### src/hw/rtl/ps2ied_pkg.sv
`timescale 1ns / 1ps
// ----------------------------------------------------------------------------
// ps2ied_pkg
// types, codes and keymap tables shared by the ps/2 event decoder
// ----------------------------------------------------------------------------
package ps2ied_pkg;

    // field widths
    localparam int CURSOR_W      = 12;
    localparam int MAXC_W        = 12;
    localparam int CFG_DATA_W    = 12;
    localparam int CFG_INDEX_W   = 2;
    localparam int COORD_BITS_DFLT = 12;

    // reset values
    localparam int POS_X_RST = 400;
    localparam int POS_Y_RST = 300;
    localparam logic [MAXC_W-1:0] MAX_X_RST = 12'd799;
    localparam logic [MAXC_W-1:0] MAX_Y_RST = 12'd599;

    // result queue
    localparam int OUTQ_DEPTH = 4;
    localparam int OUTQ_PTR_W = $clog2(OUTQ_DEPTH);
    localparam int OUTQ_CNT_W = $clog2(OUTQ_DEPTH + 1);

    // mouse packet status bits
    localparam int PKT_SYNC_BIT = 3;

    // set-1 scancodes with special handling
    localparam logic [6:0] SC_LSHIFT = 7'h2A;
    localparam logic [6:0] SC_RSHIFT = 7'h36;
    localparam logic [6:0] SC_CTRL   = 7'h1D;
    localparam logic [6:0] SC_ALT    = 7'h38;
    localparam logic [6:0] SC_CAPS   = 7'h3A;
    localparam logic [6:0] SC_SPACE  = 7'h39;
    localparam logic [7:0] ASCII_SPACE = 8'h20;

    typedef enum logic [1:0] {
        EV_NONE       = 2'd0,
        EV_KEY_DOWN   = 2'd1,
        EV_MOUSE_DOWN = 2'd2,
        EV_MOUSE_UP   = 2'd3
    } event_kind_t;

    typedef enum logic [CFG_INDEX_W-1:0] {
        CFG_MOUSE_EN = 2'd0,
        CFG_KBD_EN   = 2'd1,
        CFG_MAX_X    = 2'd2,
        CFG_MAX_Y    = 2'd3
    } cfg_index_t;

    typedef struct packed {
        logic       from_aux;
        logic [7:0] data_byte;
    } in_beat_t;

    typedef struct packed {
        logic [1:0]          event_kind;
        logic [31:0]         event_message;
        logic [CURSOR_W-1:0] cursor_x;
        logic [CURSOR_W-1:0] cursor_y;
        logic [2:0]          mouse_buttons;
        logic [3:0]          modifier_bits;
        logic                last_result;
    } out_beat_t;

    // mouse unit to top
    typedef struct packed {
        logic fire;
        logic press;
    } mouse_evt_t;

    // keyboard unit to top
    typedef struct packed {
        logic        fire;
        logic        space;
        logic [31:0] message;
    } kbd_evt_t;

    localparam int TABLE_LEN = 84;

    localparam logic [7:0] LOW_TAB [TABLE_LEN] = '{
        8'h00, 8'h1B, 8'h31, 8'h32, 8'h33, 8'h34, 8'h35, 8'h36,
        8'h37, 8'h38, 8'h39, 8'h30, 8'h2D, 8'h3D, 8'h08, 8'h09,
        8'h71, 8'h77, 8'h65, 8'h72, 8'h74, 8'h79, 8'h75, 8'h69,
        8'h6F, 8'h70, 8'h5B, 8'h5D, 8'h0A, 8'h00, 8'h61, 8'h73,
        8'h64, 8'h66, 8'h67, 8'h68, 8'h6A, 8'h6B, 8'h6C, 8'h3B,
        8'h27, 8'h60, 8'h00, 8'h5C, 8'h7A, 8'h78, 8'h63, 8'h76,
        8'h62, 8'h6E, 8'h6D, 8'h2C, 8'h2E, 8'h2F, 8'h00, 8'h2A,
        8'h00, 8'h20, 8'h00, 8'h00, 8'h00, 8'h00, 8'h00, 8'h00,
        8'h00, 8'h00, 8'h00, 8'h00, 8'h00, 8'h00, 8'h00, 8'h37,
        8'h38, 8'h39, 8'h2D, 8'h34, 8'h35, 8'h36, 8'h2B, 8'h31,
        8'h32, 8'h33, 8'h30, 8'h2E
    };

    localparam logic [7:0] UP_TAB [TABLE_LEN] = '{
        8'h00, 8'h1B, 8'h21, 8'h40, 8'h23, 8'h24, 8'h25, 8'h5E,
        8'h26, 8'h2A, 8'h28, 8'h29, 8'h5F, 8'h2B, 8'h08, 8'h09,
        8'h51, 8'h57, 8'h45, 8'h52, 8'h54, 8'h59, 8'h55, 8'h49,
        8'h4F, 8'h50, 8'h7B, 8'h7D, 8'h0A, 8'h00, 8'h41, 8'h53,
        8'h44, 8'h46, 8'h47, 8'h48, 8'h4A, 8'h4B, 8'h4C, 8'h3A,
        8'h22, 8'h7E, 8'h00, 8'h7C, 8'h5A, 8'h58, 8'h43, 8'h56,
        8'h42, 8'h4E, 8'h4D, 8'h3C, 8'h3E, 8'h3F, 8'h00, 8'h2A,
        8'h00, 8'h20, 8'h00, 8'h00, 8'h00, 8'h00, 8'h00, 8'h00,
        8'h00, 8'h00, 8'h00, 8'h00, 8'h00, 8'h00, 8'h00, 8'h37,
        8'h38, 8'h39, 8'h2D, 8'h34, 8'h35, 8'h36, 8'h2B, 8'h31,
        8'h32, 8'h33, 8'h30, 8'h2E
    };

    // us keymap lookup; caps lock only flips letters
    function automatic logic [7:0] kbd_translate(input logic [6:0] code,
                                                 input logic shift,
                                                 input logic caps);
        logic [7:0] base;
        logic [7:0] ch;
        base = 8'h00;
        ch   = 8'h00;
        if (code < 7'(TABLE_LEN))
        begin
            base = LOW_TAB[code];
            if (base inside {[8'h61:8'h7A]})
            begin
                ch = (shift != caps) ? (base - 8'h20) : base;
            end
            else
            begin
                ch = shift ? UP_TAB[code] : base;
            end
        end
        return ch;
    endfunction

endpackage

### src/hw/rtl/ps2ied_mouse.sv
`timescale 1ns / 1ps
// ----------------------------------------------------------------------------
// ps2ied_mouse
// 3-byte packet assembly, clamped cursor and left-button events
// ----------------------------------------------------------------------------
module ps2ied_mouse #(
    parameter int COORD_BITS = ps2ied_pkg::COORD_BITS_DFLT
) (
    input  logic                            clk,
    input  logic                            rst_n,
    input  logic                            take,
    input  logic [7:0]                      data_byte,
    input  logic [ps2ied_pkg::MAXC_W-1:0]   max_x,
    input  logic [ps2ied_pkg::MAXC_W-1:0]   max_y,
    output logic [COORD_BITS-1:0]           pos_x_next,
    output logic [COORD_BITS-1:0]           pos_y_next,
    output logic [2:0]                      buttons_next,
    output ps2ied_pkg::mouse_evt_t          evt
);
    import ps2ied_pkg::*;

    // wide enough for coordinate plus signed delta and the 12-bit bound
    localparam int CW = ((COORD_BITS > MAXC_W) ? COORD_BITS : MAXC_W) + 2;

    logic [COORD_BITS-1:0] pos_x_reg, pos_y_reg;
    logic [2:0]            buttons_reg;
    logic [1:0]            cnt_reg, cnt_next;
    logic [7:0]            pkt0_reg, pkt1_reg;

    logic [CW-1:0]         cmax;
    logic [CW-1:0]         bnd_x, bnd_y;
    logic signed [CW-1:0]  sum_x, sum_y;
    logic                  pkt_done;

    function automatic logic [COORD_BITS-1:0] clamp(input logic signed [CW-1:0] v,
                                                    input logic [CW-1:0] bnd);
        logic [CW-1:0] r;
        if (v[CW-1])
        begin
            r = '0;
        end
        else if ($unsigned(v) > bnd)
        begin
            r = bnd;
        end
        else
        begin
            r = $unsigned(v);
        end
        return r[COORD_BITS-1:0];
    endfunction

    assign cmax  = {{(CW-COORD_BITS){1'b0}}, {COORD_BITS{1'b1}}};
    assign bnd_x = ({{(CW-MAXC_W){1'b0}}, max_x} > cmax) ? cmax
                                                         : {{(CW-MAXC_W){1'b0}}, max_x};
    assign bnd_y = ({{(CW-MAXC_W){1'b0}}, max_y} > cmax) ? cmax
                                                         : {{(CW-MAXC_W){1'b0}}, max_y};

    // x adds the delta, y subtracts it
    assign sum_x = $signed({{(CW-COORD_BITS){1'b0}}, pos_x_reg})
                 + $signed({{(CW-8){pkt1_reg[7]}}, pkt1_reg});
    assign sum_y = $signed({{(CW-COORD_BITS){1'b0}}, pos_y_reg})
                 - $signed({{(CW-8){data_byte[7]}}, data_byte});

    // third byte of a packet without overflow bits
    assign pkt_done = take && (cnt_reg == 2'd2) && (pkt0_reg[7:6] == 2'b00);

    always_comb
    begin
        cnt_next     = cnt_reg;
        pos_x_next   = pos_x_reg;
        pos_y_next   = pos_y_reg;
        buttons_next = buttons_reg;
        evt          = '0;
        if (take)
        begin
            case (cnt_reg)
                2'd0:    cnt_next = data_byte[PKT_SYNC_BIT] ? 2'd1 : 2'd0;
                2'd1:    cnt_next = 2'd2;
                default: cnt_next = 2'd0;
            endcase
        end
        if (pkt_done)
        begin
            pos_x_next   = clamp(sum_x, bnd_x);
            pos_y_next   = clamp(sum_y, bnd_y);
            buttons_next = pkt0_reg[2:0];
            evt.fire     = pkt0_reg[0] ^ buttons_reg[0];
            evt.press    = pkt0_reg[0];
        end
    end

    always_ff @(posedge clk or negedge rst_n)
    begin
        if (!rst_n)
        begin
            pos_x_reg   <= COORD_BITS'(POS_X_RST);
            pos_y_reg   <= COORD_BITS'(POS_Y_RST);
            buttons_reg <= '0;
            cnt_reg     <= '0;
        end
        else
        begin
            pos_x_reg   <= pos_x_next;
            pos_y_reg   <= pos_y_next;
            buttons_reg <= buttons_next;
            cnt_reg     <= cnt_next;
        end
    end

    // packet bytes, no reset
    always_ff @(posedge clk)
    begin
        if (take && (cnt_reg == 2'd0) && data_byte[PKT_SYNC_BIT])
        begin
            pkt0_reg <= data_byte;
        end
        if (take && (cnt_reg == 2'd1))
        begin
            pkt1_reg <= data_byte;
        end
    end

endmodule

### src/hw/rtl/ps2ied_kbd.sv
`timescale 1ns / 1ps
// ----------------------------------------------------------------------------
// ps2ied_kbd
// set-1 scancode modifiers, caps lock and key-down translation
// ----------------------------------------------------------------------------
module ps2ied_kbd (
    input  logic                   clk,
    input  logic                   rst_n,
    input  logic                   take,
    input  logic [7:0]             data_byte,
    output logic [3:0]             mods_next,
    output ps2ied_pkg::kbd_evt_t   evt
);
    import ps2ied_pkg::*;

    logic       shift_reg, ctrl_reg, alt_reg, caps_reg;
    logic       shift_next, ctrl_next, alt_next, caps_next;
    logic       rel;
    logic [6:0] code;
    logic [7:0] ch;

    assign rel  = data_byte[7];
    assign code = data_byte[6:0];
    assign ch   = kbd_translate(code, shift_reg, caps_reg);

    always_comb
    begin
        shift_next = shift_reg;
        ctrl_next  = ctrl_reg;
        alt_next   = alt_reg;
        caps_next  = caps_reg;
        evt        = '0;
        if (take)
        begin
            case (code) inside
                SC_LSHIFT, SC_RSHIFT: shift_next = !rel;
                SC_CTRL:              ctrl_next  = !rel;
                SC_ALT:               alt_next   = !rel;
                SC_CAPS:              caps_next  = rel ? caps_reg : !caps_reg;
                default:
                begin
                    if (!rel && (ch != 8'h00))
                    begin
                        evt.fire    = 1'b1;
                        evt.space   = (code == SC_SPACE) && (ch == ASCII_SPACE);
                        // ctrl 0x1000, alt 0x0800, caps 0x0400, shift 0x0200 above bit 16
                        evt.message = {3'b000, ctrl_reg, alt_reg, caps_reg, shift_reg,
                                       9'd0, 1'b0, code, ch};
                    end
                end
            endcase
        end
    end

    assign mods_next = {caps_next, alt_next, ctrl_next, shift_next};

    always_ff @(posedge clk or negedge rst_n)
    begin
        if (!rst_n)
        begin
            shift_reg <= 1'b0;
            ctrl_reg  <= 1'b0;
            alt_reg   <= 1'b0;
            caps_reg  <= 1'b0;
        end
        else
        begin
            shift_reg <= shift_next;
            ctrl_reg  <= ctrl_next;
            alt_reg   <= alt_next;
            caps_reg  <= caps_next;
        end
    end

endmodule

### src/hw/rtl/ps2ied_outq.sv
`timescale 1ns / 1ps
// ----------------------------------------------------------------------------
// ps2ied_outq
// small result queue, takes one or two beats, hands out one a cycle unless out_stall is high
// ----------------------------------------------------------------------------
module ps2ied_outq (
    input  logic                    clk,
    input  logic                    rst_n,
    input  logic                    push0,
    input  logic                    push1,
    input  ps2ied_pkg::out_beat_t   beat0,
    input  ps2ied_pkg::out_beat_t   beat1,
    output logic                    room,
    output logic                    out_valid,
    input  logic                    out_stall,
    output ps2ied_pkg::out_beat_t   out_beat
);
    import ps2ied_pkg::*;

    out_beat_t             mem [OUTQ_DEPTH];
    logic [OUTQ_PTR_W-1:0] wr_ptr_reg, wr_ptr_next;
    logic [OUTQ_PTR_W-1:0] rd_ptr_reg, rd_ptr_next;
    logic [OUTQ_CNT_W-1:0] cnt_reg, cnt_next;
    logic                  pop;
    logic [OUTQ_CNT_W-1:0] n_push;

    assign pop       = out_valid && !out_stall;
    assign out_valid = (cnt_reg != '0);
    assign out_beat  = mem[rd_ptr_reg];
    // space for a two-beat item
    assign room      = (cnt_reg <= OUTQ_CNT_W'(OUTQ_DEPTH - 2));

    assign n_push      = OUTQ_CNT_W'(push0) + OUTQ_CNT_W'(push1);
    assign wr_ptr_next = wr_ptr_reg + OUTQ_PTR_W'(n_push);
    assign rd_ptr_next = rd_ptr_reg + OUTQ_PTR_W'(pop);
    assign cnt_next    = cnt_reg + n_push - OUTQ_CNT_W'(pop);

    always_ff @(posedge clk or negedge rst_n)
    begin
        if (!rst_n)
        begin
            wr_ptr_reg <= '0;
            rd_ptr_reg <= '0;
            cnt_reg    <= '0;
        end
        else
        begin
            wr_ptr_reg <= wr_ptr_next;
            rd_ptr_reg <= rd_ptr_next;
            cnt_reg    <= cnt_next;
        end
    end

    always_ff @(posedge clk)
    begin
        if (push0)
        begin
            mem[wr_ptr_reg] <= beat0;
        end
        if (push1)
        begin
            mem[wr_ptr_reg + OUTQ_PTR_W'(1)] <= beat1;
        end
    end

endmodule

### src/hw/rtl/ps2_input_event_decoder_unit.sv
`timescale 1ns / 1ps
// ----------------------------------------------------------------------------
// ps2_input_event_decoder_unit
// decodes tagged ps/2 bytes into key and mouse events with cursor status
// ----------------------------------------------------------------------------
//  channel   beat          handshake            direction
//  in        in_beat_t     in_valid/in_stall    bytes from keyboard or aux port
//  out       out_beat_t    out_valid/out_stall  one or two result beats per byte
//  cfg       cfg_data      cfg_wr_en/cfg_index  register writes, no read-back
//
//  one byte accepted per cycle while in_stall is low; a byte passes through
//  the input register into the result queue, which offers its result beats;
//  a space press gives two beats, so the out side sets the sustained rate
//  when spaces are frequent; the four-entry result queue sets the slack
//  reset: cursor 400,300, buttons, packet count and modifiers cleared
//  in_stall rises only while the input register holds a byte and the
//  queue has no room for two beats
// ----------------------------------------------------------------------------
module ps2_input_event_decoder_unit #(
    parameter int COORD_BITS = ps2ied_pkg::COORD_BITS_DFLT
) (
    input  logic                                 clk,
    input  logic                                 rst_n,
    input  logic                                 in_valid,
    output logic                                 in_stall,
    input  ps2ied_pkg::in_beat_t                 in_beat,
    output logic                                 out_valid,
    input  logic                                 out_stall,
    output ps2ied_pkg::out_beat_t                out_beat,
    input  logic                                 cfg_wr_en,
    input  logic [ps2ied_pkg::CFG_INDEX_W-1:0]   cfg_index,
    input  logic [ps2ied_pkg::CFG_DATA_W-1:0]    cfg_data
);
    import ps2ied_pkg::*;

    // configuration registers
    logic              mouse_en_reg, kbd_en_reg;
    logic [MAXC_W-1:0] max_x_reg, max_y_reg;

    // input register stage
    logic     in_valid_reg, in_valid_next;
    in_beat_t in_beat_reg;
    logic     adv;
    logic     room;

    // unit hand-offs
    logic                  mouse_take, kbd_take;
    logic [COORD_BITS-1:0] pos_x_next, pos_y_next;
    logic [2:0]            buttons_next;
    logic [3:0]            mods_next;
    mouse_evt_t            m_evt;
    kbd_evt_t              k_evt;

    // result beats
    out_beat_t           beat0, beat1;
    out_beat_t           status;
    logic                two;
    logic [CURSOR_W-1:0] cx, cy;
    logic [31:0]         pos_msg;

    // config writes are to arrive only while idle; the block itself does not enforce it
    always_ff @(posedge clk or negedge rst_n)
    begin
        if (!rst_n)
        begin
            mouse_en_reg <= 1'b0;
            kbd_en_reg   <= 1'b0;
            max_x_reg    <= MAX_X_RST;
            max_y_reg    <= MAX_Y_RST;
        end
        else if (cfg_wr_en)
        begin
            case (cfg_index)
                CFG_MOUSE_EN: mouse_en_reg <= cfg_data[0];
                CFG_KBD_EN:   kbd_en_reg   <= cfg_data[0];
                CFG_MAX_X:    max_x_reg    <= cfg_data[MAXC_W-1:0];
                CFG_MAX_Y:    max_y_reg    <= cfg_data[MAXC_W-1:0];
                default:      ;
            endcase
        end
    end

    // byte leaves the input register once the queue can take two beats
    assign adv           = in_valid_reg && room;
    assign in_stall      = in_valid_reg && !room;
    assign in_valid_next = in_stall ? 1'b1 : in_valid;

    always_ff @(posedge clk or negedge rst_n)
    begin
        if (!rst_n)
        begin
            in_valid_reg <= 1'b0;
        end
        else
        begin
            in_valid_reg <= in_valid_next;
        end
    end

    always_ff @(posedge clk)
    begin
        if (in_valid && !in_stall)
        begin
            in_beat_reg <= in_beat;
        end
    end

    // disabled ports drop their bytes but still yield a status beat
    assign mouse_take = adv && in_beat_reg.from_aux && mouse_en_reg;
    assign kbd_take   = adv && !in_beat_reg.from_aux && kbd_en_reg;

    ps2ied_mouse #(
        .COORD_BITS (COORD_BITS)
    ) u_mouse (
        .clk          (clk),
        .rst_n        (rst_n),
        .take         (mouse_take),
        .data_byte    (in_beat_reg.data_byte),
        .max_x        (max_x_reg),
        .max_y        (max_y_reg),
        .pos_x_next   (pos_x_next),
        .pos_y_next   (pos_y_next),
        .buttons_next (buttons_next),
        .evt          (m_evt)
    );

    ps2ied_kbd u_kbd (
        .clk       (clk),
        .rst_n     (rst_n),
        .take      (kbd_take),
        .data_byte (in_beat_reg.data_byte),
        .mods_next (mods_next),
        .evt       (k_evt)
    );

    // every beat reports the state left by this byte
    assign cx      = CURSOR_W'(pos_x_next);
    assign cy      = CURSOR_W'(pos_y_next);
    assign pos_msg = {{(16-CURSOR_W){1'b0}}, cx, {(16-CURSOR_W){1'b0}}, cy};

    always_comb
    begin
        status               = '0;
        status.cursor_x      = cx;
        status.cursor_y      = cy;
        status.mouse_buttons = buttons_next;
        status.modifier_bits = mods_next;

        beat0 = status;
        beat1 = status;
        two   = 1'b0;

        if (m_evt.fire)
        begin
            beat0.event_kind    = m_evt.press ? EV_MOUSE_DOWN : EV_MOUSE_UP;
            beat0.event_message = pos_msg;
        end
        else if (k_evt.fire)
        begin
            beat0.event_kind    = EV_KEY_DOWN;
            beat0.event_message = k_evt.message;
            // space also acts as a mouse press
            if (k_evt.space)
            begin
                two                 = 1'b1;
                beat1.event_kind    = EV_MOUSE_DOWN;
                beat1.event_message = pos_msg;
            end
        end

        beat0.last_result = !two;
        beat1.last_result = 1'b1;
    end

    ps2ied_outq u_outq (
        .clk       (clk),
        .rst_n     (rst_n),
        .push0     (adv),
        .push1     (adv && two),
        .beat0     (beat0),
        .beat1     (beat1),
        .room      (room),
        .out_valid (out_valid),
        .out_stall (out_stall),
        .out_beat  (out_beat)
    );

endmodule
### config.mk
export PLATFORM = sky130hd
export DESIGN_NAME = ps2_input_event_decoder_unit
export DESIGN_NICKNAME = d
export VERILOG_FILES = /design/src/hw/rtl/ps2ied_pkg.sv /design/src/hw/rtl/ps2ied_mouse.sv /design/src/hw/rtl/ps2ied_kbd.sv /design/src/hw/rtl/ps2ied_outq.sv /design/src/hw/rtl/ps2_input_event_decoder_unit.sv
export SDC_FILE = /design/constraint.sdc
export NUM_CORES = 1
export LEC_CHECK = 0
export ABC_AREA = 1
export ABC_CLOCK_PERIOD_IN_PS = 13400
export BUFFER_PORTS_ARGS = -buffer_cell sky130_fd_sc_hd__buf_2
export CAP_MARGIN = 20
export CORE_UTILIZATION = 41
export DETAILED_ROUTE_END_ITERATION = 7
export PLACE_DENSITY_LB_ADDON = 0.05
export SETUP_SLACK_MARGIN = 0.15
export SYNTH_ARGS = -nofsm -noshare
export SYNTH_HDL_FRONTEND = slang
export SYNTH_HIERARCHICAL = 1
export SYNTH_SLANG_ARGS = --single-unit
export TNS_END_PERCENT = 5
### constraint.sdc
create_clock -name clk -period 13.4 [get_ports clk]
set_input_delay 1.34 -clock clk [delete_from_list [all_inputs] [get_ports clk]]
set_output_delay 1.34 -clock clk [all_outputs]
set_load 0.03 [all_outputs]
==> impl_metrics.tcl <==
set metrics [dict create \
    largest_reg_flops 264 \
    yosysSeqAreaShare 0.4374 \
    startpoint_type "flip-flop" \
    rsz0062_at_grt "no" \
    hpwl_um 45500 \
    crit_fanout 67 \
    top_register "u_outq/mem" \
    ys.flop_type "edfxtp_1" \
    crit_type "reg2reg" \
    drive_above_1_share 0.08631 \
    yosysWarnings 6 \
    synth_cell_types 56 \
    ios 96 \
    clockBufferDepth 3 \
    postCtsResizedCells 0 \
    clk_latency_ps 580 \
    wl_um 73200 \
    path_clk_slew_ps 60 \
    hold_class "reg2reg" \
    drt-pass1-iter-count 6 \
    worstHoldStart "max_x_reg[8]" \
    synthSimpleGateAreaFrac 0.3355 \
    syn_to_final_growth_pct 9.488 \
    holdBufCountCts 0 \
    syn_inst 3203 \
    num_rows 87 \
    wl_per_cell_um 18.29 \
    hold_viol_final 0 \
    synth_xor_area_frac 0.008935 \
    place_inst 3923 \
    tightestPinTransition_ps 1074 \
    grt_max_degree 105 \
    relSlewSlack 0.2813 \
    post_cts_buffers 0 \
    critPathLaunch "in_beat_reg[0]" \
    grt_pass1_wl_um 114900 \
    power_density_nw_per_um2 187.0 \
    routabilityCongestion 0.8505 \
    syn_area_per_cell_um2 7.345 \
    r2r-start "in_beat_reg[0]" \
    cts_tree "done" \
    grt.total_usage 0.2514 \
    grt_antenna_before_repair 1 \
    chipWidth_um 241.5 \
    yosysTopAreaCellShare 0.3651 \
    dr.first_iter.drc_count 1508 \
    cp-end-kind "flip-flop" \
    status "completed" \
    ir_drop_mv 0.1575 \
    cts.sinks 353 \
    tns_ps 0 \
    dieArea_um2 58340 \
    ys_ff_latch 353 \
    vias 20491 \
    slew_viol_final 0 \
    synthArstFlopShare 0.1898 \
    fin_crit_ps 7272 \
    cts_made_buffers 42 \
    antenna_left 0 \
    grt.overflow.total 0 \
    synth_top_family_by_area "simple AND/OR/NAND/NOR gates" \
    nets 3313 \
    clock.fmax_ghz 0.1375 \
    synth_mux_area_frac 0.001383 \
    cp.arrival_ps 7470 \
    port_buffers 95 \
    synth_compound_area_frac 0.04797 \
    viasPerCell 5.120 \
    cts_root_buffer "clkbuf_16" \
    drv_cap 0 \
    fill_cells 5664 \
    grt_pass1_vias 19497 \
    start_util 0.4164 \
    period_share 0.5427 \
    cp.required_ps 13600 \
    core_area_um2 56500 \
    ys_top_cells_by_count "nand2_1 (1163), inv_1 (506), nand3_1 (337)" \
    hold_depth 2 \
    drc 0 \
    synth_most_common_cell "nand2_1" \
    final-setup-viol-count 0 \
    synth-edff-count 286 \
    synth.largest_area_cell "edfxtp_1" \
    final_cells 4002 \
    die_y_um 241.5 \
    skew_ps 26.56 \
    synth.area.top_cells "edfxtp_1 (37%), nand2_1 (19%), inv_1 (8.1%)" \
    synth_adder_area_share 0.03925 \
    r2r_cells 27 \
    p_leak_nw 12.44 \
    htree_levels 2 \
    netlist_area_um2 23530 \
]
where the power goes:
part           switching, mW  leakage [nW]  internal (mW)
Clock                  0.474         0.654          0.656
Sequential            0.0971          3.52           1.43
Combinational           1.63          8.27          0.525
Total                   2.20          12.4           2.61
critical path, stage by stage (launching register included):
cell and delay (ps):
edfxtp_1 640, inv_1 320, ha_1 420, inv_1 130, nand2_1 130, nand3_1 130, nand3_1 90, nand2_1 120
nand2_1 60, nand3_2 170, nand2_1 70, nand2_1 70, inv_2 40, nand2_4 80, nand3_4 120, nand2_1 90
nand3_1 100, nand2_1 90, nor2_1 60, nand2_1 70, nand3_2 370, inv_2 640, nand3_4 480, nor2_4 370
buf_4 520, nand3_2 110, buf_4 420, nand2_4 890
metal layers:
layer  track usage  vias up  part of all wire
li1              -    10226                 -
met1        0.3395     9583              0.45
met2        0.4205      566              0.47
met3       0.02420      116             0.047
met4       0.08655        0             0.031
met5             0        -                 0
worst paths after layout:
check,endpoint,slack [ps]
setup / recovery,u_outq/mem[2][58],6130
hold / removal,max_x_reg[8],460
setup reg to reg,u_outq/mem[2][58],6130
hold reg to reg,max_x_reg[8],460
max in group asynchronous,u_outq/rd_ptr_reg[0],11730
min in group asynchronous,u_outq/cnt_reg[0],990
final cells by class:
type	count	area (um^2)	share of cell area
Antenna cell	2	5.005	0.0001943
Clock buffer	58	1182	0.04590
Clock inverter	17	160.2	0.006218
Inverter	518	1957	0.07597
Multi-Input combinational cell	2175	10440	0.4055
Sequential cell	353	10300	0.3998
Tap cell	756	945.9	0.03672
Timing Repair Buffer	123	765.7	0.02973
cell usage in the layout, fill, tap and decap left out, drive strengths merged, types with 2 or more instances in the layout:
master / netlist / layout
nor2: 114 / 114
conb: 3 / 53
edfxtp: 286 / 286
mux2: 2 / 2
nand2: 1174 / 1174
bufinv: 0 / 2
a31o: 2 / 2
xor2: 13 / 13
a21boi: 2 / 2
a21oi: 50 / 50
diode: 0 / 2
nand3: 350 / 350
o21ai: 124 / 124
xnor2: 11 / 11
buf: 135 / 123
dfstp: 20 / 20
a31oi: 3 / 3
clkinv: 2 / 14
clkbuf: 72 / 58
inv: 516 / 518
nor4: 2 / 2
o211ai: 4 / 4
o21bai: 11 / 11
nor3: 7 / 7
or2: 2 / 2
nand4: 166 / 166
o22ai: 3 / 3
fa: 3 / 3
dfrtp: 47 / 47
ha: 69 / 69
through the flow:
step | util | total power, mW | hold slack [ps] | setup slack (ps) | area (um^2)
3_5_place_dp | 0.4311 | 3.718 | 456.6 | 5671 | 24350
3_3_place_gp | 0.4301 | 3.695 | 455.3 | 5812 | 24300
4_1_cts | 0.4549 | 4.859 | 465.7 | 5651 | 25700
6_report | 0.4559 | 4.816 | 464.8 | 6128 | 25760
5_1_grt | 0.4558 | 5.120 | 478.6 | 5464 | 25750
2_1_floorplan | - | 3.028 | 441.5 | 7805 | 23710
cells by family after synthesis:
family	Yosys count
AND/OR/NAND/NOR	1818
buffers and inverters	725
flip-flops	353
AO/OA/AOI/OAI	205
adder cells (fa/ha/maj)	72
XOR/XNOR	24
other	3
multiplexers	3
(Power assumes the default switching activity.)
